<file path="src/smpq_pkg.sv">
// ----------------------------------------------------------------------------
// smpq_pkg
// Shared constants, codes and controller/datapath link types for the
// sorted min-priority queue.
// ----------------------------------------------------------------------------
package smpq_pkg;

  localparam int CAPACITY = 16;
  localparam int VAL_W    = 32;
  localparam int CNT_W    = $clog2(CAPACITY + 1);
  localparam int OCC_W    = 5;
  localparam int STAT_W   = 2;

  // cmd field codes
  localparam logic CMD_ENQ = 1'b0;
  localparam logic CMD_DEQ = 1'b1;

  // status field codes
  localparam logic [STAT_W-1:0] STAT_OK    = 2'd0;
  localparam logic [STAT_W-1:0] STAT_FULL  = 2'd1;
  localparam logic [STAT_W-1:0] STAT_EMPTY = 2'd2;

  // value returned by a dequeue on an empty store
  localparam logic signed [VAL_W-1:0] EMPTY_VALUE = -32'sd1111;

  // datapath operations issued by the controller
  typedef logic [2:0] op_t;
  localparam op_t OP_NONE     = 3'd0;
  localparam op_t OP_INSERT   = 3'd1;
  localparam op_t OP_REMOVE   = 3'd2;
  localparam op_t OP_REJECT   = 3'd3;
  localparam op_t OP_UNDERRUN = 3'd4;

  typedef struct packed {
    op_t op;
  } dp_cmd_t;

  typedef struct packed {
    logic empty;
    logic full;
  } dp_stat_t;

endpackage

</file>
<file path="src/smpq_dp.sv">
// ----------------------------------------------------------------------------
// smpq_dp
// Sorted cell array with parallel compare, occupancy counter and result
// registers.
// ----------------------------------------------------------------------------
module smpq_dp (
  input  logic                                   clk,
  input  logic                                   rst_n,
  input  smpq_pkg::dp_cmd_t                      cmd,
  input  logic signed [smpq_pkg::VAL_W-1:0]      in_value,
  output smpq_pkg::dp_stat_t                     stat,
  output logic signed [smpq_pkg::VAL_W-1:0]      res_value,
  output logic [smpq_pkg::STAT_W-1:0]            res_status,
  output logic [smpq_pkg::CNT_W-1:0]             count
);

  logic signed [smpq_pkg::VAL_W-1:0] entries_r [smpq_pkg::CAPACITY];
  logic signed [smpq_pkg::VAL_W-1:0] ins_val   [smpq_pkg::CAPACITY];
  logic signed [smpq_pkg::VAL_W-1:0] rem_val   [smpq_pkg::CAPACITY];
  logic [smpq_pkg::CAPACITY-1:0]     le_vec;
  logic [smpq_pkg::CNT_W-1:0]        count_r;
  logic [smpq_pkg::CNT_W-1:0]        count_nxt;
  logic signed [smpq_pkg::VAL_W-1:0] value_r;
  logic [smpq_pkg::STAT_W-1:0]       status_r;

  // le_vec: valid cells holding a value <= the new one; a prefix since sorted
  for (genvar g = 0; g < smpq_pkg::CAPACITY; g++) begin : g_cell
    assign le_vec[g] = (smpq_pkg::CNT_W'(g) < count_r) && (entries_r[g] <= in_value);
    if (g == 0) begin : g_first
      assign ins_val[g] = le_vec[g] ? entries_r[g] : in_value;
    end else begin : g_rest
      assign ins_val[g] = le_vec[g]     ? entries_r[g] :
                          le_vec[g - 1] ? in_value     : entries_r[g - 1];
    end
    if (g == smpq_pkg::CAPACITY - 1) begin : g_last
      assign rem_val[g] = entries_r[g];
    end else begin : g_inner
      assign rem_val[g] = entries_r[g + 1];
    end
  end

  always_comb begin
    count_nxt = count_r;
    case (cmd.op)
      smpq_pkg::OP_INSERT: count_nxt = count_r + smpq_pkg::CNT_W'(1);
      smpq_pkg::OP_REMOVE: count_nxt = count_r - smpq_pkg::CNT_W'(1);
      default:             count_nxt = count_r;
    endcase
  end

  always_ff @(posedge clk) begin
    if (!rst_n) begin
      count_r <= '0;
    end else begin
      count_r <= count_nxt;
    end
  end

  // payload: cells and result, no reset
  always_ff @(posedge clk) begin
    case (cmd.op)
      smpq_pkg::OP_INSERT: begin
        entries_r <= ins_val;
        value_r   <= '0;
        status_r  <= smpq_pkg::STAT_OK;
      end
      smpq_pkg::OP_REMOVE: begin
        entries_r <= rem_val;
        value_r   <= entries_r[0];
        status_r  <= smpq_pkg::STAT_OK;
      end
      smpq_pkg::OP_REJECT: begin
        value_r  <= '0;
        status_r <= smpq_pkg::STAT_FULL;
      end
      smpq_pkg::OP_UNDERRUN: begin
        value_r  <= smpq_pkg::EMPTY_VALUE;
        status_r <= smpq_pkg::STAT_EMPTY;
      end
      default: begin
      end
    endcase
  end

  assign stat.empty = (count_r == '0);
  assign stat.full  = (count_r == smpq_pkg::CNT_W'(smpq_pkg::CAPACITY));
  assign res_value  = value_r;
  assign res_status = status_r;
  assign count      = count_r;

  a_count_bound: assert property (@(posedge clk) disable iff (!rst_n)
    count_r <= smpq_pkg::CNT_W'(smpq_pkg::CAPACITY))
    else $error("occupancy above capacity");

  a_insert_inc: assert property (@(posedge clk) disable iff (!rst_n)
    cmd.op == smpq_pkg::OP_INSERT |=> count_r == $past(count_r) + smpq_pkg::CNT_W'(1))
    else $error("insert did not grow occupancy");

  a_head_sorted: assert property (@(posedge clk) disable iff (!rst_n)
    count_r >= smpq_pkg::CNT_W'(2) |-> entries_r[0] <= entries_r[1])
    else $error("head cells out of order");

endmodule

</file>
<file path="src/smpq_ctrl.sv">
// ----------------------------------------------------------------------------
// smpq_ctrl
// Handshake controller: tracks a pending result and decodes each accepted
// item into a datapath operation.
// ----------------------------------------------------------------------------
module smpq_ctrl (
  input  logic               clk,
  input  logic               rst_n,
  input  logic               in_valid,
  output logic               in_ready,
  input  logic               in_cmd,
  output logic               out_valid,
  input  logic               out_ready,
  input  smpq_pkg::dp_stat_t stat,
  output smpq_pkg::dp_cmd_t  cmd
);

  localparam logic S_IDLE = 1'b0;
  localparam logic S_HOLD = 1'b1;

  logic state_r;
  logic state_nxt;
  logic accept;

  assign in_ready = (state_r == S_IDLE) || out_ready;
  assign accept   = in_valid && in_ready;

  always_comb begin
    state_nxt = state_r;
    case (state_r)
      S_IDLE:  state_nxt = accept ? S_HOLD : S_IDLE;
      S_HOLD:  state_nxt = (accept || !out_ready) ? S_HOLD : S_IDLE;
      default: state_nxt = S_IDLE;
    endcase
  end

  always_ff @(posedge clk) begin
    if (!rst_n) begin
      state_r <= S_IDLE;
    end else begin
      state_r <= state_nxt;
    end
  end

  always_comb begin
    cmd.op = smpq_pkg::OP_NONE;
    if (accept) begin
      if (in_cmd == smpq_pkg::CMD_ENQ) begin
        cmd.op = stat.full ? smpq_pkg::OP_REJECT : smpq_pkg::OP_INSERT;
      end else begin
        cmd.op = stat.empty ? smpq_pkg::OP_UNDERRUN : smpq_pkg::OP_REMOVE;
      end
    end
  end

  assign out_valid = (state_r == S_HOLD);

  a_reject_full: assert property (@(posedge clk) disable iff (!rst_n)
    cmd.op == smpq_pkg::OP_REJECT |-> stat.full)
    else $error("reject issued while not full");

  a_remove_nonempty: assert property (@(posedge clk) disable iff (!rst_n)
    cmd.op == smpq_pkg::OP_REMOVE |-> !stat.empty)
    else $error("remove issued on empty store");

  a_result_follows: assert property (@(posedge clk) disable iff (!rst_n)
    cmd.op != smpq_pkg::OP_NONE |=> out_valid)
    else $error("accepted item left no result");

endmodule

</file>
<file path="src/sorted_min_priority_queue.sv">
// ----------------------------------------------------------------------------
// sorted_min_priority_queue
// Latency: a result is valid the cycle after its item is accepted.
// Throughput: 1 item per cycle unless a result waits with out_ready low.
// A pending result that is not taken holds the input until out_ready.
// Reset (rst_n low, synchronous) empties the queue and drops any result.
// ----------------------------------------------------------------------------
//
// Bounded min-priority queue kept as an ascending row of register cells.
// Enqueue: every valid cell compares itself against the new value in
// parallel; cells at or below it stay, the first larger cell takes the new
// value and everything above shifts up one place. Equal values therefore
// leave in arrival order.
// Dequeue: cell 0 is returned and the row shifts down one place.
// Enqueue when full returns status full; dequeue when empty returns -1111
// with status empty. Every result carries count and empty/full flags.
//
// Structure: smpq_ctrl owns the handshake and decodes each item into one
// datapath operation from the empty/full status; smpq_dp owns the cells,
// the counter and the result registers.
module sorted_min_priority_queue (
  input  logic                                clk,
  input  logic                                rst_n,
  input  logic                                in_valid,
  output logic                                in_ready,
  input  logic                                in_cmd,
  input  logic signed [smpq_pkg::VAL_W-1:0]   in_value,
  output logic                                out_valid,
  input  logic                                out_ready,
  output logic signed [smpq_pkg::VAL_W-1:0]   out_value,
  output logic [smpq_pkg::STAT_W-1:0]         out_status,
  output logic [smpq_pkg::OCC_W-1:0]          out_occupancy,
  output logic                                out_is_empty,
  output logic                                out_is_full
);

  smpq_pkg::dp_cmd_t             dp_cmd;
  smpq_pkg::dp_stat_t            dp_stat;
  logic [smpq_pkg::CNT_W-1:0]    count;

  // controller: handshake and operation decode
  smpq_ctrl u_ctrl (
    .clk       (clk),
    .rst_n     (rst_n),
    .in_valid  (in_valid),
    .in_ready  (in_ready),
    .in_cmd    (in_cmd),
    .out_valid (out_valid),
    .out_ready (out_ready),
    .stat      (dp_stat),
    .cmd       (dp_cmd)
  );

  // datapath: sorted cells and result registers
  smpq_dp u_dp (
    .clk        (clk),
    .rst_n      (rst_n),
    .cmd        (dp_cmd),
    .in_value   (in_value),
    .stat       (dp_stat),
    .res_value  (out_value),
    .res_status (out_status),
    .count      (count)
  );

  // count only moves on an accepted item, which also reloads the result,
  // so the live count matches the pending result
  assign out_occupancy = smpq_pkg::OCC_W'(count);
  assign out_is_empty  = dp_stat.empty;
  assign out_is_full   = dp_stat.full;

endmodule
</file>
<file path="config.mk">
export PLATFORM = sky130hd
export DESIGN_NAME = sorted_min_priority_queue
export DESIGN_NICKNAME = d
export VERILOG_FILES = /design/src/smpq_pkg.sv /design/src/smpq_dp.sv /design/src/smpq_ctrl.sv /design/src/sorted_min_priority_queue.sv
export SDC_FILE = /design/constraint.sdc
export NUM_CORES = 2
export LEC_CHECK = 0
export ABC_AREA = 1
export BUFFER_PORTS_ARGS = -buffer_cell sky130_fd_sc_hd__clkbuf_2
export CORE_MARGIN = 5
export CORE_UTILIZATION = 26
export CTS_BUF_LIST = sky130_fd_sc_hd__clkbuf_16
export CTS_CLUSTER_SIZE = 24
export DETAILED_ROUTE_END_ITERATION = 16
export GPL_TIMING_DRIVEN = 0
export PLACE_DENSITY = 0.45
export SLEW_MARGIN = 10
export SYNTH_ARGS = -nofsm -noshare
export SYNTH_HDL_FRONTEND = slang
export SYNTH_SLANG_ARGS = --single-unit
</file>
<file path="constraint.sdc">
create_clock -name clk -period 10.7 [get_ports clk]
set_input_delay 1.07 -clock clk [delete_from_list [all_inputs] [get_ports clk]]
set_output_delay 1.07 -clock clk [all_outputs]
set_load 0.02 [all_outputs]
</file>
==> results.toml <==
[sta]
period_minus_slack_ns = 4.57
finClkSkew_ns = 0.0294
setup-violations-final = 0
tightest_slew_ns = 1.13
rsz0062_at_grt = "false"
max_freq_ghz = 0.219
finalCritPeriodShare_pct = 42.7
max_slew_margin_pct = 24.3
drv_slew = 0
fin_tns_setup_ns = 0
hold_viol = 0

[clock_tree]
path_clk_slew_ns = 0.05
cts_hold_buf = 0
cts_sinks = 552
cts_root_buffer = "clkbuf_16"
cts_tree = "done"
post-cts-setup-buffers = 0
clock_path_buffers = 3
post_cts_resized = 0
clk-insertion-delay-late_ns = 0.68
numCtsBuffers = 72
htreeDepth = 3

[power]
clockPowerShare_pct = 29.2
ir_drop_v = 0.000118
seq_power_share_pct = 38.1
pwr-share-comb_pct = 32.7
p_per_area_nw_per_um2 = 170
swShare_pct = 38.4
leakagePower_nw = 24.1
p_int_w = 0.00523
p_switching_w = 0.00325

[drt]
drtAntennaViolNets = 0
drcViolationCount = 0
wl_um = 165000
wl_per_cell_um = 20.2
first_pass_iters = 8
vias_per_cell = 4.84
num_vias = 39400
drt-initial-drc-count = 3112

[synthesis]
synth_cells = 5687
syn_area_per_cell_um2 = 7.56
async_reset_ff_share_pct = 0
synth_warnings = 0
ys.flop_type = "edfxtp_1"
synthesis.nets = 6239
synthesis.area_um2 = 43000
synth.distinct_cells = 37
ys_seq_area_share_pct = 38.4
synth_edf_count = 546
synth_seq_cells = 552

[placement]
io_buffers = 79
globalplace.congestion = 0.856
dp_cells = 8002
placed_area_um2 = 47600
place_hpwl_um = 135000

[layout]
fin_util_pct = 30.3
fin_area_um2 = 49900
nets = 6439
final_common_cell = "nand2_1"
drive_gt1_share_pct = 8.21
final_cell_mix = "nand2_1 (1989), nand3_1 (972), inv_1 (630)"
area_growth_pct = 16.0
layout.cells.non_filler = 8134

[critical_path]
cp.required_ns = 11.06
criticalPathCategory = "in -> reg"
arrival_ns = 4.93
startpoint_type = "primary input"
cp_max_fo = 17
endpoint_kind = "register"

[die]
die_x_um = 417
die_y_um = 417
start_util_pct = 26.1
io_pins = 80
rows = 149
core_area_um2 = 165000
dieArea_um2 = 174000

[run]
max-cap-violations = 0

[run_status]
status = "finished, final reports clean"

[grt]
grt_use_total_pct = 18.4
grt_start_max_net_pins = 33
grt_pass1_wl_um = 242000
grt_pass1_vias = 38400
antenna_found_initial = 3
grt_overflow = 0

[worst_hold_path]
hold_path.class = "reg -> reg"
layer usage:
layer / GRT usage, % / share of wire, %
met1: 23.8 / 44
met2: 32.2 / 48
met3: 2.98 / 5.4
met4: 4.04 / 2.2
met5: 0 / 0
power by group through the flow:
stage	logic [W]	registers, W	clock network [W]
6_report	0.00277	0.00323	0.00247
5_1_grt	0.00315	0.00326	0.00261
4_1_cts	0.00277	0.00323	0.00252
3_5_place_dp	0.00276	0.00327	0
3_3_place_gp	0.00258	0.00330	0
2_1_floorplan	0.00184	0.00312	0
layout make-up:
cell class | instances | area [µm²]
Fill cell | 18000 | 115000
Multi-Input combinational cell | 4198 | 22800
Sequential cell | 552 | 16500
Tap cell | 2189 | 2740
Inverter | 647 | 2430
Clock buffer | 73 | 1830
Buffer | 290 | 1550
Timing Repair Buffer | 126 | 1540
Clock inverter | 57 | 477
Antenna cell | 2 | 5.00
final timing paths:
kind	slack (ns)	to	cells past startpoint	start
min reg2reg	0.52	u_ctrl.out_valid$_SDFF_PN0_	2	u_ctrl.out_valid$_SDFF_PN0_
max	6.13	u_dp.entries_r[0]$_DFFE_PP_	13	in_value[31]
min	0.52	u_ctrl.out_valid$_SDFF_PN0_	2	u_ctrl.out_valid$_SDFF_PN0_
max reg2reg	7.05	u_dp.entries_r[40]$_DFFE_PP_	10	u_dp.count[0]$_SDFFE_PN0P_
metrics by stage:
step | setup slack [ns] | power [W] | hold WS (ns)
global route | 5.91 | 0.00901 | 0.576
floorplan | 5.49 | 0.00496 | 0.520
global placement | 2.15 | 0.00588 | 0.507
finish | 6.13 | 0.00848 | 0.523
CTS | 6.14 | 0.00853 | 0.525
detailed placement | 5.44 | 0.00604 | 0.517
critical path, cell delays in order:
cell and delay (ns):
clkbuf_2 0.08, clkinv_1 0.35, clkbuf_2 0.44, ha_1 0.49
nand2_1 0.11, nor2_1 0.15, nand4_1 0.21, nor4_1 0.60
nand2_1 0.17, nand3_1 0.13, nand3_1 0.21, a21oi_4 0.63
buf_16 0.24
flip-flops by register name (all words and copies together), names as in the netlist:
name	cells
u_ctrl.out_valid	1
u_dp.res_status	2
u_dp.count	5
u_dp.entries_r	512
u_dp.res_value	32
cell usage after synthesis, types with 17 or more instances:
master / n / area, µm²
nor2_1: 182 / 683
o21a_1: 30 / 225
nand3_1: 972 / 4860
ha_1: 515 / 6440
edfxtp_1: 546 / 16400
inv_1: 610 / 2290
nand2_1: 1989 / 7470
o21ai_0: 106 / 531
a21oi_1: 270 / 1350
buf_6: 26 / 293
a21o_1: 17 / 128
clkinv_1: 32 / 120
clkbuf_1: 108 / 405
buf_2: 120 / 601
buf_4: 20 / 150
a31oi_1: 17 / 106
nand4_1: 40 / 250
cells by family (layout without fill, tap and decap cells):
| group | Yosys count | count (layout) | synth area share, % |
|---|---|---|---|
| simple gates | 3231 | 3231 | 31.9 |
| buf+inv | 937 | 1193 | 9.15 |
| flops | 552 | 552 | 38.4 |
| fa+ha+maj | 515 | 515 | 15.0 |
| compound gates | 452 | 452 | 5.63 |
| other cells | 0 | 2 | 0 |
(Power assumes the default switching activity.)
